[config.mk]
export PLATFORM = sky130hd
export DESIGN_NAME = drive_command_decoder_unit
export DESIGN_NICKNAME = d
export VERILOG_FILES = /design/src/rtl/dcd_pkg.sv /design/src/rtl/drive_command_decoder_unit.sv /design/src/rtl/dcd_scale.sv
export SDC_FILE = /design/constraint.sdc
export NUM_CORES = 1
export LEC_CHECK = 0
export BUFFER_PORTS_ARGS = -buffer_cell sky130_fd_sc_hd__buf_4
export CORE_MARGIN = 2
export CORE_UTILIZATION = 50
export CTS_CLUSTER_SIZE = 28
export DETAILED_ROUTE_END_ITERATION = 7
export MAX_ROUTING_LAYER = met4
export PLACE_DENSITY_LB_ADDON = 0.12
export SYNTH_ARGS = -nofsm -noshare
export SYNTH_HDL_FRONTEND = slang
export SYNTH_HIERARCHICAL = 1
export SYNTH_SLANG_ARGS = --single-unit
[constraint.sdc]
create_clock -name clk -period 13.75 [get_ports clk]
set_clock_uncertainty 0.2 [all_clocks]
set_input_delay 2.75 -clock clk [delete_from_list [all_inputs] [get_ports clk]]
set_output_delay 2.75 -clock clk [all_outputs]
set_load 0.005 [all_outputs]
[src/rtl/dcd_pkg.sv]
`timescale 1ns / 1ps
`default_nettype none

package dcd_pkg;

  localparam int CodeW   = 16;
  localparam int DutyW   = 10;
  localparam int PctW    = 7;
  localparam int TensW   = 7;
  localparam int DimW    = 8;
  localparam int BridgeW = 4;

  // base speed is always a whole number of tens of duty counts
  localparam int ProdW   = TensW + PctW;
  localparam int RecipW  = 13;
  localparam int RecipSh = 16;
  localparam int WideW   = ProdW + RecipW;

  localparam logic [RecipW-1:0] RecipTen  = 13'd6554;
  localparam logic [DutyW-1:0]  SpeedStep = 10'd10;
  localparam logic [DimW:0]     DimStep   = 9'd3;

  localparam logic [TensW-1:0] TensFull  = 7'd99;
  localparam logic [DutyW-1:0] FullSpeed = 10'd990;
  localparam logic [PctW-1:0]  PctFull   = 7'd100;
  localparam logic [DimW-1:0]  DimReset  = 8'd250;

  localparam logic [CodeW-1:0] CodeLeftLo  = 16'd1001;
  localparam logic [CodeW-1:0] CodeLeftHi  = 16'd1100;
  localparam logic [CodeW-1:0] CodeRightLo = 16'd1101;
  localparam logic [CodeW-1:0] CodeRightHi = 16'd1200;
  localparam logic [CodeW-1:0] CodeDimLo   = 16'd1205;
  localparam logic [CodeW-1:0] CodeDimHi   = 16'd1284;
  localparam logic [CodeW-1:0] CodeSpeedLo = 16'd1550;
  localparam logic [CodeW-1:0] CodeSpeedHi = 16'd1599;

  localparam logic [CodeW-1:0] LeftBase  = 16'd1000;
  localparam logic [CodeW-1:0] RightBase = 16'd1200;
  localparam logic [CodeW-1:0] DimBase   = 16'd1200;
  localparam logic [CodeW-1:0] SpeedBase = 16'd1500;

  localparam logic [CodeW-1:0] CodeStop      = 16'd2000;
  localparam logic [CodeW-1:0] CodeForward   = 16'd2001;
  localparam logic [CodeW-1:0] CodeBack      = 16'd2002;
  localparam logic [CodeW-1:0] CodeLeftRot   = 16'd2003;
  localparam logic [CodeW-1:0] CodeRightRot  = 16'd2004;
  localparam logic [CodeW-1:0] CodeStraight  = 16'd3000;
  localparam logic [CodeW-1:0] CodeFullSpeed = 16'd3001;
  localparam logic [CodeW-1:0] CodeBuzzOff   = 16'd4000;
  localparam logic [CodeW-1:0] CodeBuzzOn    = 16'd4001;
  localparam logic [CodeW-1:0] CodeLampOff   = 16'd5000;
  localparam logic [CodeW-1:0] CodeLampOn    = 16'd5001;
  localparam logic [CodeW-1:0] CodeDimOff    = 16'd6000;
  localparam logic [CodeW-1:0] CodeDimOn     = 16'd6001;

  typedef enum logic [BridgeW-1:0] {
    BridgeStop    = 4'd0,
    BridgeForward = 4'd5,
    BridgeLeft    = 4'd6,
    BridgeRight   = 4'd9,
    BridgeBack    = 4'd10
  } bridge_t;

endpackage

`default_nettype wire

[src/rtl/drive_command_decoder_unit.sv]
`timescale 1ns / 1ps
`default_nettype none

// Two-motor drive command decoder. Each command code transferred in produces
// exactly one result carrying the full drive and indicator state after that
// command; unrecognised codes leave the state as it was and still produce a
// result. A command waits in the input register until its result can be
// written to the output register, so a new command is taken every cycle
// while results are drained; the steering scale is one small multiply and a
// reciprocal divide by ten, both combinational.

module drive_command_decoder_unit (
  input  wire logic                          clk,
  input  wire logic                          rst,
  input  wire logic                          in_valid,
  output logic                               in_stall,
  input  wire logic [dcd_pkg::CodeW-1:0]     command_code,
  output logic                               out_valid,
  input  wire logic                          out_stall,
  output logic      [dcd_pkg::DutyW-1:0]     duty_a,
  output logic      [dcd_pkg::DutyW-1:0]     duty_b,
  output logic      [dcd_pkg::BridgeW-1:0]   bridge_bits,
  output logic                               motor_enable,
  output logic      [dcd_pkg::DimW-1:0]      dim_duty,
  output logic                               dim_enable,
  output logic                               buzzer_on,
  output logic                               lamp_on
);
  import dcd_pkg::*;

  logic             stage_valid;
  logic [CodeW-1:0] code;
  logic             advance;
  logic             accept_in;

  logic [TensW-1:0] speed_tens, speed_tens_next;
  logic [PctW-1:0]  left_pct, left_pct_next;
  logic [PctW-1:0]  right_pct, right_pct_next;
  logic [DutyW-1:0] duty_a_next, duty_b_next;
  bridge_t          bridge, bridge_next;
  logic             motor_enable_next;
  logic [DimW-1:0]  dim_duty_next;
  logic             dim_enable_next, buzzer_on_next, lamp_on_next;

  logic [TensW-1:0] cmd_tens, sel_tens;
  logic [PctW-1:0]  cmd_left, cmd_right, sel_pct, dim_offset;
  logic [DutyW-1:0] speed, cmd_speed, scaled;
  logic [DimW-1:0]  cmd_dim;

  assign advance   = stage_valid && (!out_valid || !out_stall);
  assign in_stall  = stage_valid && !advance;
  assign accept_in = in_valid && !in_stall;

  assign cmd_tens   = TensW'(code - SpeedBase);
  assign cmd_left   = PctW'(code - LeftBase);
  assign cmd_right  = PctW'(RightBase - code);
  assign dim_offset = PctW'(code - DimBase);
  assign cmd_dim    = DimW'((DimW + 1)'(dim_offset) * DimStep);
  assign speed      = DutyW'(speed_tens) * SpeedStep;
  assign cmd_speed  = DutyW'(cmd_tens) * SpeedStep;

  always_comb begin
    sel_tens = speed_tens;
    sel_pct  = left_pct;
    if (code inside {[CodeLeftLo:CodeLeftHi]}) begin
      sel_pct = cmd_left;
    end else if (code inside {[CodeRightLo:CodeRightHi]}) begin
      sel_pct = cmd_right;
    end else if (code inside {[CodeSpeedLo:CodeSpeedHi]}) begin
      sel_tens = cmd_tens;
      sel_pct  = (duty_a > duty_b) ? left_pct : right_pct;
    end
  end

  dcd_scale u_scale (
    .speed_tens (sel_tens),
    .pct        (sel_pct),
    .duty       (scaled)
  );

  always_comb begin
    speed_tens_next   = speed_tens;
    left_pct_next     = left_pct;
    right_pct_next    = right_pct;
    duty_a_next       = duty_a;
    duty_b_next       = duty_b;
    bridge_next       = bridge;
    motor_enable_next = motor_enable;
    dim_duty_next     = dim_duty;
    dim_enable_next   = dim_enable;
    buzzer_on_next    = buzzer_on;
    lamp_on_next      = lamp_on;
    if (code inside {[CodeLeftLo:CodeLeftHi]}) begin
      left_pct_next = cmd_left;
      duty_a_next   = speed;
      duty_b_next   = scaled;
    end else if (code inside {[CodeRightLo:CodeRightHi]}) begin
      right_pct_next = cmd_right;
      duty_b_next    = speed;
      duty_a_next    = scaled;
    end else if (code inside {[CodeDimLo:CodeDimHi]}) begin
      dim_duty_next = cmd_dim;
    end else if (code inside {[CodeSpeedLo:CodeSpeedHi]}) begin
      speed_tens_next = cmd_tens;
      if (duty_a > duty_b) begin
        duty_a_next = cmd_speed;
        duty_b_next = scaled;
      end else if (duty_b > duty_a) begin
        duty_b_next = cmd_speed;
        duty_a_next = scaled;
      end else begin
        duty_a_next = cmd_speed;
        duty_b_next = cmd_speed;
      end
    end else begin
      case (code)
        CodeStop: begin
          bridge_next       = BridgeStop;
          motor_enable_next = 1'b0;
        end
        CodeForward: begin
          bridge_next       = BridgeForward;
          motor_enable_next = 1'b1;
        end
        CodeBack: begin
          bridge_next       = BridgeBack;
          motor_enable_next = 1'b1;
        end
        CodeLeftRot: begin
          bridge_next       = BridgeLeft;
          motor_enable_next = 1'b1;
        end
        CodeRightRot: begin
          bridge_next       = BridgeRight;
          motor_enable_next = 1'b1;
        end
        CodeStraight: begin
          duty_a_next    = speed;
          duty_b_next    = speed;
          left_pct_next  = PctFull;
          right_pct_next = PctFull;
        end
        CodeFullSpeed: begin
          speed_tens_next = TensFull;
          duty_a_next     = FullSpeed;
          duty_b_next     = FullSpeed;
          left_pct_next   = PctFull;
          right_pct_next  = PctFull;
        end
        CodeBuzzOff: buzzer_on_next  = 1'b0;
        CodeBuzzOn:  buzzer_on_next  = 1'b1;
        CodeLampOff: lamp_on_next    = 1'b0;
        CodeLampOn:  lamp_on_next    = 1'b1;
        CodeDimOff:  dim_enable_next = 1'b0;
        CodeDimOn:   dim_enable_next = 1'b1;
        default: ;
      endcase
    end
  end

  // load the command on transfer in
  always_ff @(posedge clk) begin
    if (accept_in) begin
      code <= command_code;
    end
  end

  // drive state doubles as the result register
  always_ff @(posedge clk) begin
    if (rst) begin
      stage_valid  <= 1'b0;
      out_valid    <= 1'b0;
      speed_tens   <= TensFull;
      left_pct     <= PctFull;
      right_pct    <= PctFull;
      duty_a       <= FullSpeed;
      duty_b       <= FullSpeed;
      bridge       <= BridgeStop;
      motor_enable <= 1'b0;
      dim_duty     <= DimReset;
      dim_enable   <= 1'b0;
      buzzer_on    <= 1'b0;
      lamp_on      <= 1'b0;
    end else begin
      stage_valid <= accept_in || (stage_valid && !advance);
      out_valid   <= advance || (out_valid && out_stall);
      if (advance) begin
        speed_tens   <= speed_tens_next;
        left_pct     <= left_pct_next;
        right_pct    <= right_pct_next;
        duty_a       <= duty_a_next;
        duty_b       <= duty_b_next;
        bridge       <= bridge_next;
        motor_enable <= motor_enable_next;
        dim_duty     <= dim_duty_next;
        dim_enable   <= dim_enable_next;
        buzzer_on    <= buzzer_on_next;
        lamp_on      <= lamp_on_next;
      end
    end
  end

  assign bridge_bits = bridge;

`ifndef SYNTHESIS
  a_duty_limit: assert property (@(posedge clk) disable iff (rst)
    duty_a <= FullSpeed && duty_b <= FullSpeed)
    else $error("duty above full speed");

  a_one_at_base: assert property (@(posedge clk) disable iff (rst)
    duty_a == speed || duty_b == speed)
    else $error("neither duty at base speed");

  a_run_bridge: assert property (@(posedge clk) disable iff (rst)
    motor_enable == (bridge != BridgeStop))
    else $error("motor run flag disagrees with bridge");

  a_straight: assert property (@(posedge clk) disable iff (rst)
    !$past(rst) && $past(advance) && $past(code) == CodeStraight
    |-> duty_a == duty_b && left_pct == PctFull && right_pct == PctFull)
    else $error("straighten left steering in place");
`endif

endmodule

`default_nettype wire

[src/rtl/dcd_scale.sv]
`timescale 1ns / 1ps
`default_nettype none

module dcd_scale (
  input  wire logic [dcd_pkg::TensW-1:0] speed_tens,
  input  wire logic [dcd_pkg::PctW-1:0]  pct,
  output logic      [dcd_pkg::DutyW-1:0] duty
);
  import dcd_pkg::*;

  logic [ProdW-1:0] prod;
  logic [WideW-1:0] wide;

  // tens * pct / 10, divide by reciprocal, exact over the product range
  assign prod = ProdW'(speed_tens) * ProdW'(pct);
  assign wide = WideW'(prod) * WideW'(RecipTen);
  assign duty = wide[RecipSh +: DutyW];

endmodule

`default_nettype wire

Word level (Yosys, flattened, before mapping):

Cells that the tools add are included.

* register bits after elaboration: 75
* input bits: 20
* output and inout bits: 38

* add/sub/neg operators: 4
* $mul: 5
* order comparisons: 10
* equal/unequal tests: 19
* multiplexer cells: 32
* bitwise logic cells: 4
* reductions and logical operators: 36

Operators with widths (count)
* $mux W10: 11
* $mux W7: 15
* $eq A16 B11 Y1 const B: 5
* $eq A16 B12 Y1 const B: 4
* $eq A16 B13 Y1 const B: 4
* $le A16 B11 Y1 const B: 4
* $ge A16 B11 Y1 const B: 3
* $reduce_and A6 Y1: 5
* $mul A14 B12 Y25 const B: 1
* $gt A10 B10 Y1: 2
* $pmux W10 S2: 1
* $pmux W4 S5: 1
* $mul A7 B3 Y9 const B: 2
* $ge A16 B10 Y1 const B: 1
* $reduce_and A5 Y1: 3
* $mul A7 B7 Y14: 1
* $reduce_bool A2 Y1: 7
* $sub A7 B7 Y7 const B: 2
* $ne A2 B2 Y1 const B: 5
* $reduce_bool A5 Y1: 2
* $logic_and A1 B1 Y1: 8
* $mul A7 B2 Y8 const B: 1
* $pmux W1 S2: 4
* $sub A6 B7 Y7 const A: 1
* 9 further kinds: 17

Depth between registers and ports, before layout:

Gate-level depths: netlist of run 1.

* depth in word-level cells: 13
* mapped depth: 46

Hierarchy:

The synthesis of run 1 kept the hierarchy.

Modules (own cells, without submodules)
* drive_command_decoder_unit: instances 1, cells an instance 622, area an instance 5271.3 um2, sequential area each 1661.6 um2
* dcd_scale: instances 1, cells an instance 518, area an instance 4645.7 um2, sequential area each 0.0 um2

Worst setup path after synthesis of run 1:

No wires, ideal clock.

* path kind: register -> register
* from: reg code[2]
* to: reg duty_b[9] (netlist bit)
* library setup time: 0.074 ns
* data arrival time: 10.728 ns
* path slack: 2.748 ns
* cell stages (with the launch flop): 41
* path buffers: 2
* period minus slack after synthesis: 11.002 ns
* path through: edfxtp_1 -> inv_1 -> ha_1 -> clkbuf_1 -> a41oi_2 -> a211oi_1 -> clkbuf_1 -> nor2_1 -> o31ai_1 -> nand2_1 -> fa_1 -> fa_1 -> inv_1 -> fa_1 -> inv_1 -> fa_1 -> inv_1 -> ha_1 -> [... 5 more ...] -> xnor2_1 -> ha_1 -> fa_1 -> inv_1 -> fa_1 -> fa_1 -> inv_1 -> fa_1 -> ha_1 -> a21oi_1 -> o21ai_0 -> o21ai_0 -> a21oi_1 -> nor2_1 -> o311ai_1 -> mux2i_1 -> o211a_1 -> o21ai_0

* cells in the longest elaborated chain, start to end: 12
* elaborated cells between the ends (all ways): 35

Ends and longest elaborated chain
* start, declared: line drive_command_decoder_unit.sv:32 `logic [CodeW-1:0] code;`
* start signal, assigned: line drive_command_decoder_unit.sv:164 `code <= command_code;`
* $ge A16 B11 Y1 / $le A16 B11 Y1 (equally long branches): line drive_command_decoder_unit.sv:69 `end else if (code inside {[CodeSpeedLo:CodeSpeedHi]}) begin`
* $logic_and A1 B1 Y1: line drive_command_decoder_unit.sv:69
* $mux W7: line drive_command_decoder_unit.sv:69
* $mux W7: line drive_command_decoder_unit.sv:67 `end else if (code inside {[CodeRightLo:CodeRightHi]}) begin`
* $mux W7 (*): line drive_command_decoder_unit.sv:65 `if (code inside {[CodeLeftLo:CodeLeftHi]}) begin`
* net sel_pct[5]: line drive_command_decoder_unit.sv:46 `logic [PctW-1:0] cmd_left, cmd_right, sel_pct, dim_offset;`
* $mul A7 B7 Y14 (*): line dcd_scale.sv:15 `assign prod = ProdW'(speed_tens) * ProdW'(pct);`
* $mul A14 B12 Y25 (*): line dcd_scale.sv:16 `assign wide = WideW'(prod) * WideW'(RecipTen);`
* net scaled[9]: line drive_command_decoder_unit.sv:47 `logic [DutyW-1:0] speed, cmd_speed, scaled;`
* $mux W10: line drive_command_decoder_unit.sv:105 `if (duty_a > duty_b) begin`
* $mux W10: line drive_command_decoder_unit.sv:103 `end else if (code inside {[CodeSpeedLo:CodeSpeedHi]}) begin`
* $mux W10: line drive_command_decoder_unit.sv:101 `end else if (code inside {[CodeDimLo:CodeDimHi]}) begin`
* $mux W10: line drive_command_decoder_unit.sv:97 `end else if (code inside {[CodeRightLo:CodeRightHi]}) begin`
* $mux W10 (*): line drive_command_decoder_unit.sv:93 `if (code inside {[CodeLeftLo:CodeLeftHi]}) begin`
* end signal, assigned: line drive_command_decoder_unit.sv:177 `duty_b <= FullSpeed;`
* end signal, assigned: line drive_command_decoder_unit.sv:192 `duty_b <= duty_b_next;`
* end, declared: line drive_command_decoder_unit.sv:21 `output logic [dcd_pkg::DutyW-1:0] duty_b,`

Mark *: on every way through the listed nets, which the timed path passes. The rest lies on a longest branch. The select of a mux whose other input is x is not followed.
A chain may end at the register's enable or synchronous reset.

Worst setup path in the final report of run 1:

* from: reg code[4]
* to: reg duty_b[9] (netlist bit)

The elaborated chain is that of the path after synthesis.

==> out/metrics.cfg, run 1 <==
[run_status]
status=finished, final reports clean

[worst_setup_path]
slowest_delay_ns=0.68
crit_arrival_ns=12.51
startpoint=code[4]
crit_path_end_kind=register
worstSetupPathType=register to register
cp_common_cell=fa_1
startpoint_type=register
crit_fanout=19
r2r-start=code[4]
critPathTopFamily=adder cells
cpMaxStageDelayCell=o31ai_1
cp.required_ns=13.82
crit_buf_inv=7

[cts]
cts_setup_buffers=0
cts_buffers=9
clockBufferDepth=2
cts_root_buffer=clkbuf_16
tritoncts=built
h-tree-depth=3
clkTransAtPathRegs_ns=0.07
clock_sinks=75
cts_resized=0
clk_latency_ns=0.35
hold_buffers=0

[power]
switching_share_pct=40.0
leakagePower_nw=5.16
combinationalPowerShare_pct=43.0
powerDensity_nw_per_um2=74.9
p_seq_share_pct=28.8
power.internal_uw=489
peakVddDrop_mv=0.0580
clock_power_share_pct=28.2
power_switching_uw=326

[placed_design]
gp_congestion=0.951
hpwl_um=20500
port_buffers=57

[route]
vias_per_cell=5.68
met3_length_um=880
met2WireLength_um=11900
final_antenna_net_count=0
num_vias=8256
drt_iter0_drc=482
wl_per_cell_um=17.4
finalWirelength_um=25300
top_layer_used=met4
wl_met1_um=11800
drt_first_pass_iters=5
remaining_drc_errors=0

[synth]
yosysWarnings=6
syn_area_per_cell_um2=8.70
ys_top_cells_by_area=ha_1 (22%), fa_1 (15%), dfxtp_1 (12%), inv_1 (6.0%), edfxtp_1 (4.8%)
synth_area_leader_cell=ha_1
syn_area_um2=9920
synth_cell_types=86
yosys_most_used_dff=dfxtp_1
syn_inst=1140
synth-seq-cells=75
synth_nets=1404
synth_top_cell_area_share_pct=21.6
synth_seq_area_share_pct=16.8
synth_edf_count=16
async_reset_ff_share_pct=0

[floorplan]
initial_core_util_pct=51.0
die_width_um=145
dieArea_um2=21000
core-area_um2=19500
ioPinCount=58
fp-row-count=51
die-height_um=145

[timing]
max-slew-margin-rel_pct=26.3
min_period_ns=12.43
maxSlewViolCount=0
hold_viol_final=0
fmax_ghz=0.0804
fin_crit_sh_pct=90.4
setup_viol=0
tns_ns=0
worst_slew_pin_slew_ns=1.11
grt_setup_unrepaired=false

[cells_and_area]
final_nets=1448
syn_to_final_growth_pct=9.58
fin_util_pct=55.8
drive_above_1_share_pct=9.17
antenna_cells=0

[global_route]
grt_usage_pct=25.7
grt_antenna_before_repair=0
grt_max_degree=41
grt_pass1_vias=7998
grt_pass1_wl_um=41000
grt.overflow.total=0

[worst_hold_path]
hp-start=bridge_bits[2]
min-delay-path-class=register to register

[flow_run]
maxCapViolCount=0

## cell type report
cell class / instances / area [um2]
Tap cell: 265 / 332
Inverter: 159 / 597
Clock buffer: 9 / 225
Multi-Input combinational cell: 878 / 7540
Fill cell: 1845 / 8600
Sequential cell: 75 / 1660
Timing Repair Buffer: 61 / 458
Clock inverter: 7 / 57.6
## power groups by stage
stage	Clock, mW	Sequential [mW]	Combinational, mW
floorplan	0	0.237	0.257
CTS	0.233	0.235	0.347
finish	0.230	0.235	0.350
global placement	0	0.239	0.343
global route	0.242	0.235	0.398
detailed placement	0	0.239	0.345
## state kept, by name (all words and copies together), names as in the netlist, 4 cells and up
register	flops
bridge_bits	4
code	16
dim_duty	8
duty_a	10
duty_b	10
left_pct	7
right_pct	7
speed_tens	7
## cell usage after synthesis (all sizes together), types with 8 or more instances
cell and count:
ha 171, inv 158, nand2 111, a21oi 76, fa 73, o21ai 64, dfxtp 59, nor2 53
and2 38, xnor2 34, nand3 21, xor2 20, nor3 17, a21o 16, edfxtp 16, mux2i 16
clkbuf 15, o211ai 14, buf 13, o31ai 11, mux2 10, nor2b 10, a221oi 9, a211oi 8
o21a 8
## metal layers
metal	vias up	global-route usage, %
met5	-	-
met4	0	9.04
met3	43	2.17
met2	199	40.7
met1	3986	34.7
li1	4028	-
## cells by family (layout without fill, tap and decap cells)
logic type               Yosys count  after routing  synth area share (%)
AO/OA/AOI/OAI                    257            257                  17.0
XOR/XNOR                          54             54                  4.92
adder cells (fa/ha/maj)          244            244                  36.3
buffers and inverters            187            236                  7.31
flip-flops                        75             75                  16.8
multiplexers                      26             26                  2.75
AND/OR/NAND/NOR                  297            297                  14.9
## worst min-delay path, stage by stage (launching register included)
cell     delay (ns)
dfxtp_1        0.31
nand2_1        0.05
mux2i_1        0.05
## metrics by stage
stage / total power, mW / cell area [um2] / setup slack [ns] / cells / hold slack (ns)
global placement: 0.582 / 10600 / 1.65 / 1438 / 0.241
finish: 0.814 / 10900 / 1.32 / 1454 / 0.259
global route: 0.875 / 10900 / 0.605 / 1454 / 0.285
CTS: 0.815 / 10900 / 1.38 / 1454 / 0.263
floorplan: 0.494 / 9920 / 2.75 / 1140 / 0.228
detailed placement: 0.584 / 10600 / 1.40 / 1438 / 0.252
## cell usage in the layout (no fill, tap or decap), types with 19 or more instances in the layout
cell / count
a21oi_1: 75
xor2_1: 19
nand3_1: 21
ha_1: 171
inv_1: 158
xnor2_1: 33
nand2_1: 110
and2_1: 36
o21ai_0: 43
buf_4: 61
fa_1: 73
dfxtp_1: 59
nor2_1: 52
## path summary, 6_finish.rpt
| kind | end | slack (ns) | cells after the start |
|---|---|---|---|
| hold / removal | bridge_bits[2] | 0.26 | 2 |
| setup reg to reg | duty_b[9] | 1.32 | 42 |
| hold reg to reg | bridge_bits[2] | 0.26 | 2 |
| setup / recovery | duty_b[9] | 1.32 | 42 |
No activity file was read; power rests on OpenSTA's default activity.
==> run 2: changes to the inputs <==
CORE_ASPECT_RATIO = 0.5   (was not set)
==> out/metrics.cfg, run 2 (same netlist as run 1, synthesis figures left out) <==
[run_status]
status=finished, final reports clean

[worst_setup_path]
slowest_delay_ns=0.84
worstSetupPathType=register to register
crit_path_end_kind=register
crit_arrival_ns=12.52
crit_fanout=31
cp.required_ns=13.83
startpoint_type=register
cp_common_cell=fa_1
cpMaxStageDelayCell=or2_1

[timing]
worst_slew_pin_slew_ns=1.17
fin_ws_ns=1.31
fmax_ghz=0.0804
min_period_ns=12.44
grt_setup_unrepaired=false
maxSlewViolCount=0
holdWs_ns=0.259
setup_viol=0
hold_viol_final=0
fin_crit_sh_pct=90.5
max-slew-margin-rel_pct=21.1
tns_ns=0

[cells_and_area]
fin_util_pct=56.0
final_nets=1451
antenna_cells=0
final_cell_mix=ha_1 (171), inv_1 (158), nand2_1 (110)
num-fill-cells=1819
fin_area_um2=10900
syn_to_final_growth_pct=9.94
stdcell_count=1458
largest_reg_flops=16
final_common_cell=ha_1
drive_above_1_share_pct=9.14
largest_register=code
reg_top3=code (16), duty_a (10), duty_b (10)

[floorplan]
initial_core_util_pct=51.0
fp-row-count=36
core-area_um2=19500
dieArea_um2=21000
die_width_um=203
die-height_um=104
ioPinCount=58

[power]
total_power_uw=830
peakVddDrop_mv=0.0991
leakagePower_nw=5.18
powerDensity_nw_per_um2=76.1

[cts]
clockBufferDepth=2
clk_latency_ns=0.35
cts_root_buffer=clkbuf_16
h-tree-depth=3
clock_sinks=75
tritoncts=built
hold_buffers=0
cts_setup_buffers=0
cts_buffers=9
clkTransAtPathRegs_ns=0.06
cts_resized=0

[route]
vias_per_cell=5.65
wl_per_cell_um=17.4
drt_iter0_drc=484
num_vias=8231
final_antenna_net_count=0
drt_first_pass_iters=7
finalWirelength_um=25400
remaining_drc_errors=0

[flow_run]
maxCapViolCount=0

[global_route]
grt_pass1_vias=8164
grt_pass1_wl_um=42000
grt_max_degree=41
grt_antenna_before_repair=0
grt_usage_pct=25.7
grt.overflow.total=0

[placed_design]
place_ws_ns=1.37
postPlaceCellArea_um2=10600
place_inst=1442
gp_congestion=0.925
hpwl_um=20700
port_buffers=57

[worst_hold_path]
min-delay-path-class=register to register

[run 2: path summary, 6_finish.rpt]
kind                startpoint            to  slack, ns  depth (start not counted)
hold reg to reg   right_pct[4]  right_pct[4]       0.26                          2
setup / recovery       code[1]     duty_b[9]       1.31                         40
hold / removal    right_pct[4]  right_pct[4]       0.26                          2
setup reg to reg       code[1]     duty_b[9]       1.31                         40
[run 2: report_power, final]
group	leakage [nW]	switching [mW]	total, mW	internal (mW)
registers	0.633	0.00640	0.235	0.229
logic	4.41	0.222	0.358	0.136
clock network	0.137	0.0930	0.237	0.144
[run 2: metal layers]
layer / vias up / track usage (%) / share of wire (%)
met4: 0 / 5.63 / 1.5
met5: - / - / 0
li1: 4030 / - / -
met3: 40 / 4.15 / 5.5
met1: 3930 / 35.5 / 48
met2: 231 / 39.6 / 45
[run 2: area by class of cell]
cell class	count	area (um2)	share of cell area, %
Timing Repair Buffer	64	480	4.41
Sequential cell	75	1660	15.2
Multi-Input combinational cell	878	7540	69.1
Tap cell	266	333	3.05
Inverter	159	597	5.47
Clock inverter	5	52.6	0.482
Clock buffer	11	243	2.23
[run 2: worst max-delay path, delay by kind of cell, from the launching register on]
kind | cells | cell delay [ns]
compound gates | 15 | 3.27
xor+xnor | 1 | 0.47
fa+ha+maj | 12 | 5.71
buf+inv | 6 | 0.50
flops | 1 | 0.57
mux | 1 | 0.14
simple gates | 5 | 1.47
